===== config.mk =====
export PLATFORM = sky130hd
export DESIGN_NAME = keyframe_table_interpolator_unit
export DESIGN_NICKNAME = d
export VERILOG_FILES = /design/src/kti_pkg.sv /design/src/kti_cell.sv /design/src/kti_div.sv /design/src/keyframe_table_interpolator_unit.sv
export VERILOG_INCLUDE_DIRS = /design/src /design/src/src
export SDC_FILE = /design/constraint.sdc
export NUM_CORES = 2
export LEC_CHECK = 0
export ABC_AREA = 0
export BUFFER_PORTS_ARGS = -buffer_cell sky130_fd_sc_hd__buf_2
export CAP_MARGIN = 20
export CORE_MARGIN = 5
export CORE_UTILIZATION = 45
export DETAILED_ROUTE_END_ITERATION = 16
export GPL_TIMING_DRIVEN = 0
export MAX_ROUTING_LAYER = met4
export PLACE_DENSITY = 0.59
export SLEW_MARGIN = 10
export SYNTH_ARGS = -nofsm -noshare
export SYNTH_HDL_FRONTEND = slang
export SYNTH_SLANG_ARGS = --single-unit
export TNS_END_PERCENT = 100

===== constraint.sdc =====
create_clock -name clk -period 12.6 [get_ports clk]
set_clock_uncertainty 0.15 [all_clocks]
set_input_delay 0.63 -clock clk [delete_from_list [all_inputs] [get_ports clk]]
set_output_delay 0.63 -clock clk [all_outputs]
set_load 0.005 [all_outputs]

===== src/assert_macros.svh =====
// Assertion macros shared by the keyframe table RTL.
// Simulation builds get checks; synthesis builds get empty bodies.
`ifndef ASSERT_MACROS_SVH
`define ASSERT_MACROS_SVH
`ifndef SYNTHESIS
`define ASSERT_IMPL(label, clk, rst_n, prop) \
    label: assert property (@(posedge clk) disable iff (!rst_n) prop) \
    else $error("assertion failed");
`define ASSERT_NEVER(label, clk, rst_n, cond) \
    label: assert property (@(posedge clk) disable iff (!rst_n) !(cond)) \
    else $error("forbidden condition");
`else
`define ASSERT_IMPL(label, clk, rst_n, prop)
`define ASSERT_NEVER(label, clk, rst_n, cond)
`endif
`endif


===== src/kti_pkg.sv =====
// Shared types and constants for the keyframe table interpolator.
// No dependencies.
`default_nettype none
package kti_pkg;
    typedef enum logic [1:0] {
        ST_INSERTED = 2'd0,
        ST_REPLACED = 2'd1,
        ST_FULL     = 2'd2,
        ST_SAMPLED  = 2'd3
    } op_status_t;

    typedef enum logic [2:0] {
        S_IDLE,
        S_SCAN,
        S_DIV,
        S_MUL,
        S_DONE
    } fsm_t;

    // request operation codes
    localparam logic FUNC_INSERT = 1'b0;
    localparam logic FUNC_SAMPLE = 1'b1;

    localparam int TimeW  = 16;
    localparam int ValueW = 32;

    // Per-cell control from the sequencer.
    typedef struct packed {
        logic shift_right;  // take neighbor's key (insertion shift)
        logic write_new;    // load the new key where marked
        logic write_val;    // replace only the value where marked
    } cell_ctl_t;
endpackage
`default_nettype wire


===== src/kti_cell.sv =====
// One keyframe storage cell of the table chain.
// Depends on kti_pkg.
`default_nettype none
module kti_cell (
    input  wire                  clk,
    input  wire                  rst_n,
    input  wire kti_pkg::cell_ctl_t ctl,
    input  wire                  sel,
    input  wire                  left_valid,
    input  wire [15:0]           left_time,
    input  wire [31:0]           left_value,
    input  wire [15:0]           new_time,
    input  wire [31:0]           new_value,
    output logic                 valid,
    output logic [15:0]          key_time,
    output logic [31:0]          key_value
);
    import kti_pkg::*;

    logic        valid_reg;
    logic [15:0] time_reg;
    logic [31:0] value_reg;

    // valid bit marks occupancy
    always_ff @(posedge clk or negedge rst_n)
    begin
        if (!rst_n)
        begin
            valid_reg <= 1'b0;
        end
        else if (ctl.write_new && sel)
        begin
            valid_reg <= 1'b1;
        end
        else if (ctl.shift_right)
        begin
            valid_reg <= valid_reg | left_valid;
        end
    end

    // payload: shift from the left neighbor, load new key, or replace value
    always_ff @(posedge clk)
    begin
        if (ctl.write_new && sel)
        begin
            time_reg  <= new_time;
            value_reg <= new_value;
        end
        else if (ctl.write_val && sel)
        begin
            value_reg <= new_value;
        end
        else if (ctl.shift_right)
        begin
            time_reg  <= left_time;
            value_reg <= left_value;
        end
    end

    assign valid     = valid_reg;
    assign key_time  = time_reg;
    assign key_value = value_reg;
endmodule
`default_nettype wire


===== src/kti_div.sv =====
// Restoring divider, one quotient bit per cycle, unsigned magnitudes.
// Depends on kti_pkg.
`default_nettype none
module kti_div (
    input  wire         clk,
    input  wire         rst_n,
    input  wire         start,
    input  wire  [47:0] dividend,
    input  wire  [15:0] divisor,
    output logic        done,
    output logic [47:0] quotient
);
    import kti_pkg::*;

    logic [47:0] q_reg;
    logic [16:0] r_reg;
    logic [5:0]  cnt_reg;
    logic        busy_reg;
    logic [16:0] r_shift;
    logic [16:0] r_sub;

    always_comb
    begin
        r_shift = {r_reg[15:0], q_reg[47]};
        r_sub   = r_shift - {1'b0, divisor};
    end

    always_ff @(posedge clk or negedge rst_n)
    begin
        if (!rst_n)
        begin
            busy_reg <= 1'b0;
            cnt_reg  <= '0;
            done     <= 1'b0;
        end
        else
        begin
            done <= 1'b0;
            if (start)
            begin
                busy_reg <= 1'b1;
                cnt_reg  <= 6'd0;
            end
            else if (busy_reg)
            begin
                cnt_reg <= cnt_reg + 6'd1;
                if (cnt_reg == 6'd47)
                begin
                    busy_reg <= 1'b0;
                    done     <= 1'b1;
                end
            end
        end
    end

    // one bit per cycle
    always_ff @(posedge clk)
    begin
        if (start)
        begin
            q_reg <= dividend;
            r_reg <= '0;
        end
        else if (busy_reg)
        begin
            if (!r_sub[16])
            begin
                r_reg <= r_sub;
                q_reg <= {q_reg[46:0], 1'b1};
            end
            else
            begin
                r_reg <= r_shift;
                q_reg <= {q_reg[46:0], 1'b0};
            end
        end
    end

    assign quotient = q_reg;
endmodule
`default_nettype wire


===== src/keyframe_table_interpolator_unit.sv =====
// Keyframe table interpolator: insert and sample over a sorted cell chain.
// Inserts and end-value samples go from the scan state straight to the result
// strobe; interpolating samples pass through the bit-serial divider first. busy drops
// the cycle after the strobe, so a new request is taken only once the last is done.
// Receiver cannot stall. Reset: async active low clears the cell valid bits
// and the sequencer.
`default_nettype none
`include "assert_macros.svh"
module keyframe_table_interpolator_unit #(
    parameter int MAX_KEYS = 16
) (
    input  wire         clk,
    input  wire         rst_n,
    input  wire         start,
    output logic        busy,
    input  wire         func,
    input  wire  [15:0] frame_time,
    input  wire  signed [31:0] key_value,
    output logic        done,
    output logic signed [31:0] sample_value,
    output logic        has_value,
    output logic [1:0]  op_status
);
    import kti_pkg::*;

    localparam int N = MAX_KEYS;

    fsm_t state_reg, state_next;
    logic        func_reg;
    logic [15:0] t_reg;
    logic [31:0] v_reg;

    logic [N-1:0]  vld;
    logic [15:0]   kt [N];
    logic [31:0]   kv [N];
    logic [N-1:0]  sel;
    cell_ctl_t     ctl [N];

    // scan results, registered
    logic [N-1:0]  match, ge;
    logic [N-1:0]  rep_sel, ins_sel;
    logic          any_match, full;
    logic [N-1:0]  rep_sel_reg, ins_sel_reg;
    logic [1:0]    kind_reg;    // insert outcome code
    logic          empty_reg, hold_reg;
    logic [31:0]   hold_val_reg;
    logic signed [31:0] vs_reg, ve_reg;
    logic [15:0]   dt_reg, den_reg;
    logic signed [32:0] dv_reg;
    logic          neg_reg;
    logic          div_start;
    logic          div_done;
    logic [47:0]   quo;
    logic signed [31:0] res_reg;

    // cell chain
    for (genvar i = 0; i < N; i++)
    begin : g_cell
        kti_cell u_cell (
            .clk        (clk),
            .rst_n      (rst_n),
            .ctl        (ctl[i]),
            .sel        (sel[i]),
            .left_valid ((i == 0) ? 1'b0  : vld[(i == 0) ? 0 : i-1]),
            .left_time  ((i == 0) ? 16'd0 : kt[(i == 0) ? 0 : i-1]),
            .left_value ((i == 0) ? 32'd0 : kv[(i == 0) ? 0 : i-1]),
            .new_time   (t_reg),
            .new_value  (v_reg),
            .valid      (vld[i]),
            .key_time   (kt[i]),
            .key_value  (kv[i])
        );
    end

    // per-cell comparisons against the request time
    always_comb
    begin
        for (int i = 0; i < N; i++)
        begin
            match[i] = vld[i] && (kt[i][15:6] == t_reg[15:6]);
            ge[i]    = vld[i] && (kt[i] >= t_reg);
        end
        // first match before the insertion point: prefix of keys with t > key
        rep_sel   = '0;
        ins_sel   = '0;
        any_match = 1'b0;
        for (int i = 0; i < N; i++)
        begin
            if (!any_match && ins_sel == '0)
            begin
                if (match[i])
                begin
                    rep_sel[i] = 1'b1;
                    any_match  = 1'b1;
                end
                else if (!vld[i] || ge[i])
                begin
                    ins_sel[i] = 1'b1;
                end
            end
        end
        full = vld[N-1];
    end

    // cells left of the insertion point must not shift
    logic [N-1:0] shift_mask;
    always_comb
    begin
        shift_mask = '0;
        for (int i = 1; i < N; i++)
            shift_mask[i] = shift_mask[i-1] | ins_sel_reg[i-1];
    end

    // insert shifts cells past the insertion point; replace writes one value
    always_comb
    begin
        for (int i = 0; i < N; i++)
        begin
            ctl[i] = '0;
            sel[i] = 1'b0;
            if (state_reg == S_DONE && func_reg == FUNC_INSERT)
            begin
                if (kind_reg == ST_REPLACED)
                begin
                    ctl[i].write_val = 1'b1;
                    sel[i]           = rep_sel_reg[i];
                end
                else if (kind_reg == ST_INSERTED)
                begin
                    ctl[i].shift_right = shift_mask[i];
                    ctl[i].write_new   = 1'b1;
                    sel[i]             = ins_sel_reg[i];
                end
            end
        end
    end

    // sample bracket: first cell with key >= t
    logic [N-1:0] first_ge;
    logic         seen;
    logic [31:0]  pick_ve, pick_vs, last_v;
    logic [15:0]  pick_te, pick_ts;
    logic         at_first, past_last;
    always_comb
    begin
        first_ge = '0;
        seen     = 1'b0;
        pick_ve  = '0;
        pick_vs  = '0;
        pick_te  = '0;
        pick_ts  = '0;
        last_v   = '0;
        for (int i = 0; i < N; i++)
        begin
            if (vld[i])
                last_v = kv[i];
            if (!seen && ge[i])
            begin
                first_ge[i] = 1'b1;
                seen        = 1'b1;
                pick_ve     = kv[i];
                pick_te     = kt[i];
                if (i > 0)
                begin
                    pick_vs = kv[(i > 0) ? i-1 : 0];
                    pick_ts = kt[(i > 0) ? i-1 : 0];
                end
            end
        end
        at_first  = first_ge[0];
        past_last = !seen;
    end

    // sequencer
    always_comb
    begin
        state_next = state_reg;
        case (state_reg)
            S_IDLE: if (start) state_next = S_SCAN;
            S_SCAN:
            begin
                if (func_reg == FUNC_INSERT || !vld[0] || past_last || at_first)
                    state_next = S_DONE;
                else
                    state_next = S_DIV;
            end
            S_DIV:  if (div_done) state_next = S_MUL;
            S_MUL:  state_next = S_DONE;
            S_DONE: state_next = S_IDLE;
            default: state_next = S_IDLE;
        endcase
    end

    always_comb
    begin
        busy      = (state_reg != S_IDLE);
        div_start = (state_reg == S_SCAN) && (state_next == S_DIV);
    end

    always_ff @(posedge clk or negedge rst_n)
    begin
        if (!rst_n)
            state_reg <= S_IDLE;
        else
            state_reg <= state_next;
    end

    // request and scan registers
    always_ff @(posedge clk)
    begin
        if (state_reg == S_IDLE && start)
        begin
            func_reg <= func;
            t_reg    <= frame_time;
            v_reg    <= key_value;
        end
        if (state_reg == S_SCAN)
        begin
            rep_sel_reg  <= rep_sel;
            ins_sel_reg  <= ins_sel;
            if (any_match)
                kind_reg <= ST_REPLACED;
            else if (full)
                kind_reg <= ST_FULL;
            else
                kind_reg <= ST_INSERTED;
            empty_reg    <= !vld[0];
            hold_reg     <= past_last || at_first;
            hold_val_reg <= past_last ? last_v : kv[0];
            vs_reg       <= pick_vs;
            ve_reg       <= pick_ve;
            dt_reg       <= t_reg - pick_ts;
            den_reg      <= pick_te - pick_ts;
            dv_reg       <= $signed({pick_ve[31], pick_ve}) - $signed({pick_vs[31], pick_vs});
            neg_reg      <= pick_ve[31] ^ pick_vs[31] ?
                            pick_vs[31] == 1'b0 : $signed(pick_ve) < $signed(pick_vs);
        end
        if (state_reg == S_MUL)
            res_reg <= neg_reg ? vs_reg - quo[31:0] : vs_reg + quo[31:0];
    end

    // magnitude product |dv| * dt, at most 33x16 bits
    logic [32:0] dv_mag;
    assign dv_mag = dv_reg[32] ? 33'(-dv_reg) : 33'(dv_reg);

    logic [47:0] prod;
    assign prod = 48'(dv_mag) * 48'(dt_reg);

    logic div_go_reg;
    always_ff @(posedge clk or negedge rst_n)
    begin
        if (!rst_n)
            div_go_reg <= 1'b0;
        else
            div_go_reg <= div_start;
    end

    kti_div u_div (
        .clk      (clk),
        .rst_n    (rst_n),
        .start    (div_go_reg),
        .dividend (prod),
        .divisor  (den_reg),
        .done     (div_done),
        .quotient (quo)
    );

    // result strobe
    always_comb
    begin
        done         = (state_reg == S_DONE);
        sample_value = '0;
        has_value    = 1'b0;
        op_status    = ST_SAMPLED;
        if (func_reg == FUNC_INSERT)
        begin
            op_status = kind_reg;
        end
        else if (!empty_reg)
        begin
            has_value    = 1'b1;
            sample_value = hold_reg ? hold_val_reg : res_reg;
        end
    end

    `ASSERT_IMPL(a_done_one_cycle, clk, rst_n, done |=> !done)
    `ASSERT_IMPL(a_busy_on_start, clk, rst_n, (start && !busy) |=> busy)
    `ASSERT_NEVER(a_idle_no_div, clk, rst_n, (state_reg == S_IDLE) && div_done)
endmodule
`default_nettype wire


==> results.md <==
* Wirelength per Cell at roughly 31 um
* Final period util at 97.3%
* CP top delay family: compound AO/OA/AOI/OAI gates
* Layout Nets at 9,779
* Full die area at approximately 200,000 sq um
* DR vias at roughly 72,000
* Global Route Usage Sum at 36.4%
* Pins over their slew limit at 0
* H-tree depth at 4
* # setup viols final at 0
* Initial antenna violation count at 14
* Initial Utilization at about 45%
* Max-cap violations at 0
* Post-Synthesis Net Count at roughly 9,500
* Required time of the worst setup path at about 13 ns
* Post-DP HPWL at approximately 300,000 um
* Postcts setup bufs at 0
* CTS tree: built
* Layout fillers at approximately 18,000
* Die height at about 450 um
* Post-Syn Area at roughly 86,000 sq um
* Crit-path max FO at 25
* Clk buf depth at 3
* DRT iter0 DRCs at between 9,000 and 10,000
* Number of flops mapped to enable cells by yosys at ~1,100
* Synth unique cells at 95
* Seq/Total Area, Yosys at between 30% and 40%
* Max Fclk at 81.6 MHz
* Routed wire length at between 300,000 and 400,000 um
* RR Startpoint: t_reg[13]
* Io pins at 89
* RSZ-0062 raised after global routing: no
* Mux share of post-synthesis cell area at 6.93%
* Hold Path Class: flip-flop to flip-flop
* Worst Setup End Kind: flip-flop
* # DRC at 0
* Clock Latency Late Sink at between 0.8 and 0.9 ns
* Rows at 160
* Die width at ~450 um
* Adder-Cell Fraction of Synth Area at about 17%
* CP peak stage delay at approximately 0.96 ns
* Routability congestion estimate at 1.04
* Fraction of registers with async set or reset after synthesis at about 2.5%
* Worst Tran Pin Value at about 1.3 ns
* Fin. Hold Viols at 0
* Clock sinks at roughly 1,100
* HP Start: t_reg[15]
* CP startpoint: t_reg[13]
* Layout cells sized above 1 at 10.6%
* Complex-gate fraction of the synthesized area at 17.8%
* Most frequent cells in the layout: nand2_1, edfxtp_1, o21ai_0
* Post-detailed-route count of antenna-violating nets at 0
* WS Path Type: flip-flop to flip-flop
* GRT overflow at 0
* Clock root buffer: clkbuf_16
* Cells after Synth at 8,482
* DR vias/cell at between 6 and 7
* First-pass GRT wire length at a little over 500,000 um
* Post-route cell area at about 95,000 sq um
* Synthesized flop and latch total at around 1,100
* Mean Syn Cell Area at between 10 and 15 sq um
* Final min period at between 10 and 15 ns
* Layout area overhead at 10.7%
* YS warnings at 0
* Reg clk slew, reported paths at 0.06 ns
* Bufs and invs on worst path at 4
* Synth Flop Type: edfxtp_1
* Simple-gate portion of the synthesized area at between 10 and 15%
* Slowest cell on crit path: buf_1
* Synth Area in XOR/XNOR at approximately 1.9%
* CTS Buf Count at between 100 and 150
* Pre-antenna DRT Iters at 9
* Slew HR at between 10% and 20%
* Max reg flops at a little over 500
* Worst path arrival time at roughly 13 ns
* Largest family of logic cells by synthesized area: compound AO/OA/AOI/OAI gates
* Status: completed
* Type of origin of the critical path: flip-flop
* CP dominant cell by count: a21o_1
* Vias in the first global route at 70,443
* Leading cell type in the layout, fill and taps excluded: nand2_1
* CORE AREA at roughly 190,000 sq um
* Largest net degree at the start of global routing at 36
* Port buffer count at slightly below 90
* Placed Area at around 90,000 sq um
through the flow:
stage	utilization, %	setup slack [ns]	hold slack, ns	instances	TNS, ns
floorplan	-	3.95	0.184	8482	0
global placement	47.0	-0.435	0.284	11081	-1.83
detailed placement	47.4	0.527	0.300	11129	0
CTS	49.9	0.448	0.314	11420	0
global route	50.0	0.127	0.328	11433	0
finish	50.0	0.339	0.309	11437	0
worst reg2reg max path: cells and delay by family (launching register included):
kind,cells,cell delay (ns)
AOI/OAI and AO/OA,15,5.12
and+or+nand+nor,6,2.56
buffers and inverters,4,2.40
adders and majority gates,2,0.83
DFF,1,0.77
xor gates and xnor gates,1,0.15
layer usage:
| layer | track usage, % | vias up | part of all wire, % |
|---|---|---|---|
| li1 | - | 31878 | - |
| met1 | 44.2 | 35373 | 38 |
| met2 | 58.2 | 3750 | 47 |
| met3 | 4.35 | 936 | 7.1 |
| met4 | 22.6 | 0 | 7.8 |
| met5 | - | - | 0 |
area by class of cell:
class                           instances  area [sq um]  share of cell area, %
Multi-Input combinational cell       6251         48400                   51.1
Clock inverter                         69           696                  0.734
Timing Repair Buffer                  188          1620                   1.71
Antenna cell                           16          40.0                 0.0422
Sequential cell                      1107         32900                   34.7
Tap cell                             2511          3140                   3.31
Clock buffer                          171          3590                   3.78
Buffer                                555          2220                   2.34
Inverter                              569          2140                   2.25
Yosys cell counts (all sizes together), types with 186 or more instances:
cell	instances	area (sq um)
o21ai	575	2880
a21oi	390	1950
nand3	187	946
clkbuf	423	1590
nand2	1146	4300
and2	186	1160
a22oi	266	2000
ha	486	6080
edfxtp	1063	31900
fa	436	8730
mux2	480	5410
inv	566	2120
nor2	366	1370
cell families (layout without fill, tap and decap cells):
kind of cell               Yosys count  in the layout
AOI/OAI and AO/OA                 2254           2254
xor gates and xnor gates           184            184
adders and majority gates          922            922
buffers and inverters             1124           1552
DFF                               1107           1107
muxes                              533            533
other                                0             16
and+or+nand+nor                   2358           2358
final timing paths:
kind | cells after the start | endpoint | slack [ns]
worst min-delay path | 0 | g_cell[0].u_cell.key_time[15] | 0.31
worst max register to register | 28 | dv_reg[31] | 0.34
min in group asynchronous | 2 | g_cell[0].u_cell.valid | 0.33
max in group asynchronous | 2 | u_div.cnt_reg[4] | 11.30
worst min register to register | 0 | g_cell[0].u_cell.key_time[15] | 0.31
worst max-delay path | 28 | dv_reg[31] | 0.34
what timing repair did:
action / CTS / global route
gates resized for setup: 0 / 3
endpoints found under the hold margin: 78 / 0
hold buffers: 51 / 0
setup endpoints to repair: 0 / 1
Power is left out: the tool's default activity adds up to more than one toggle a clock period on the data nets, which glitch-free logic cannot reach.
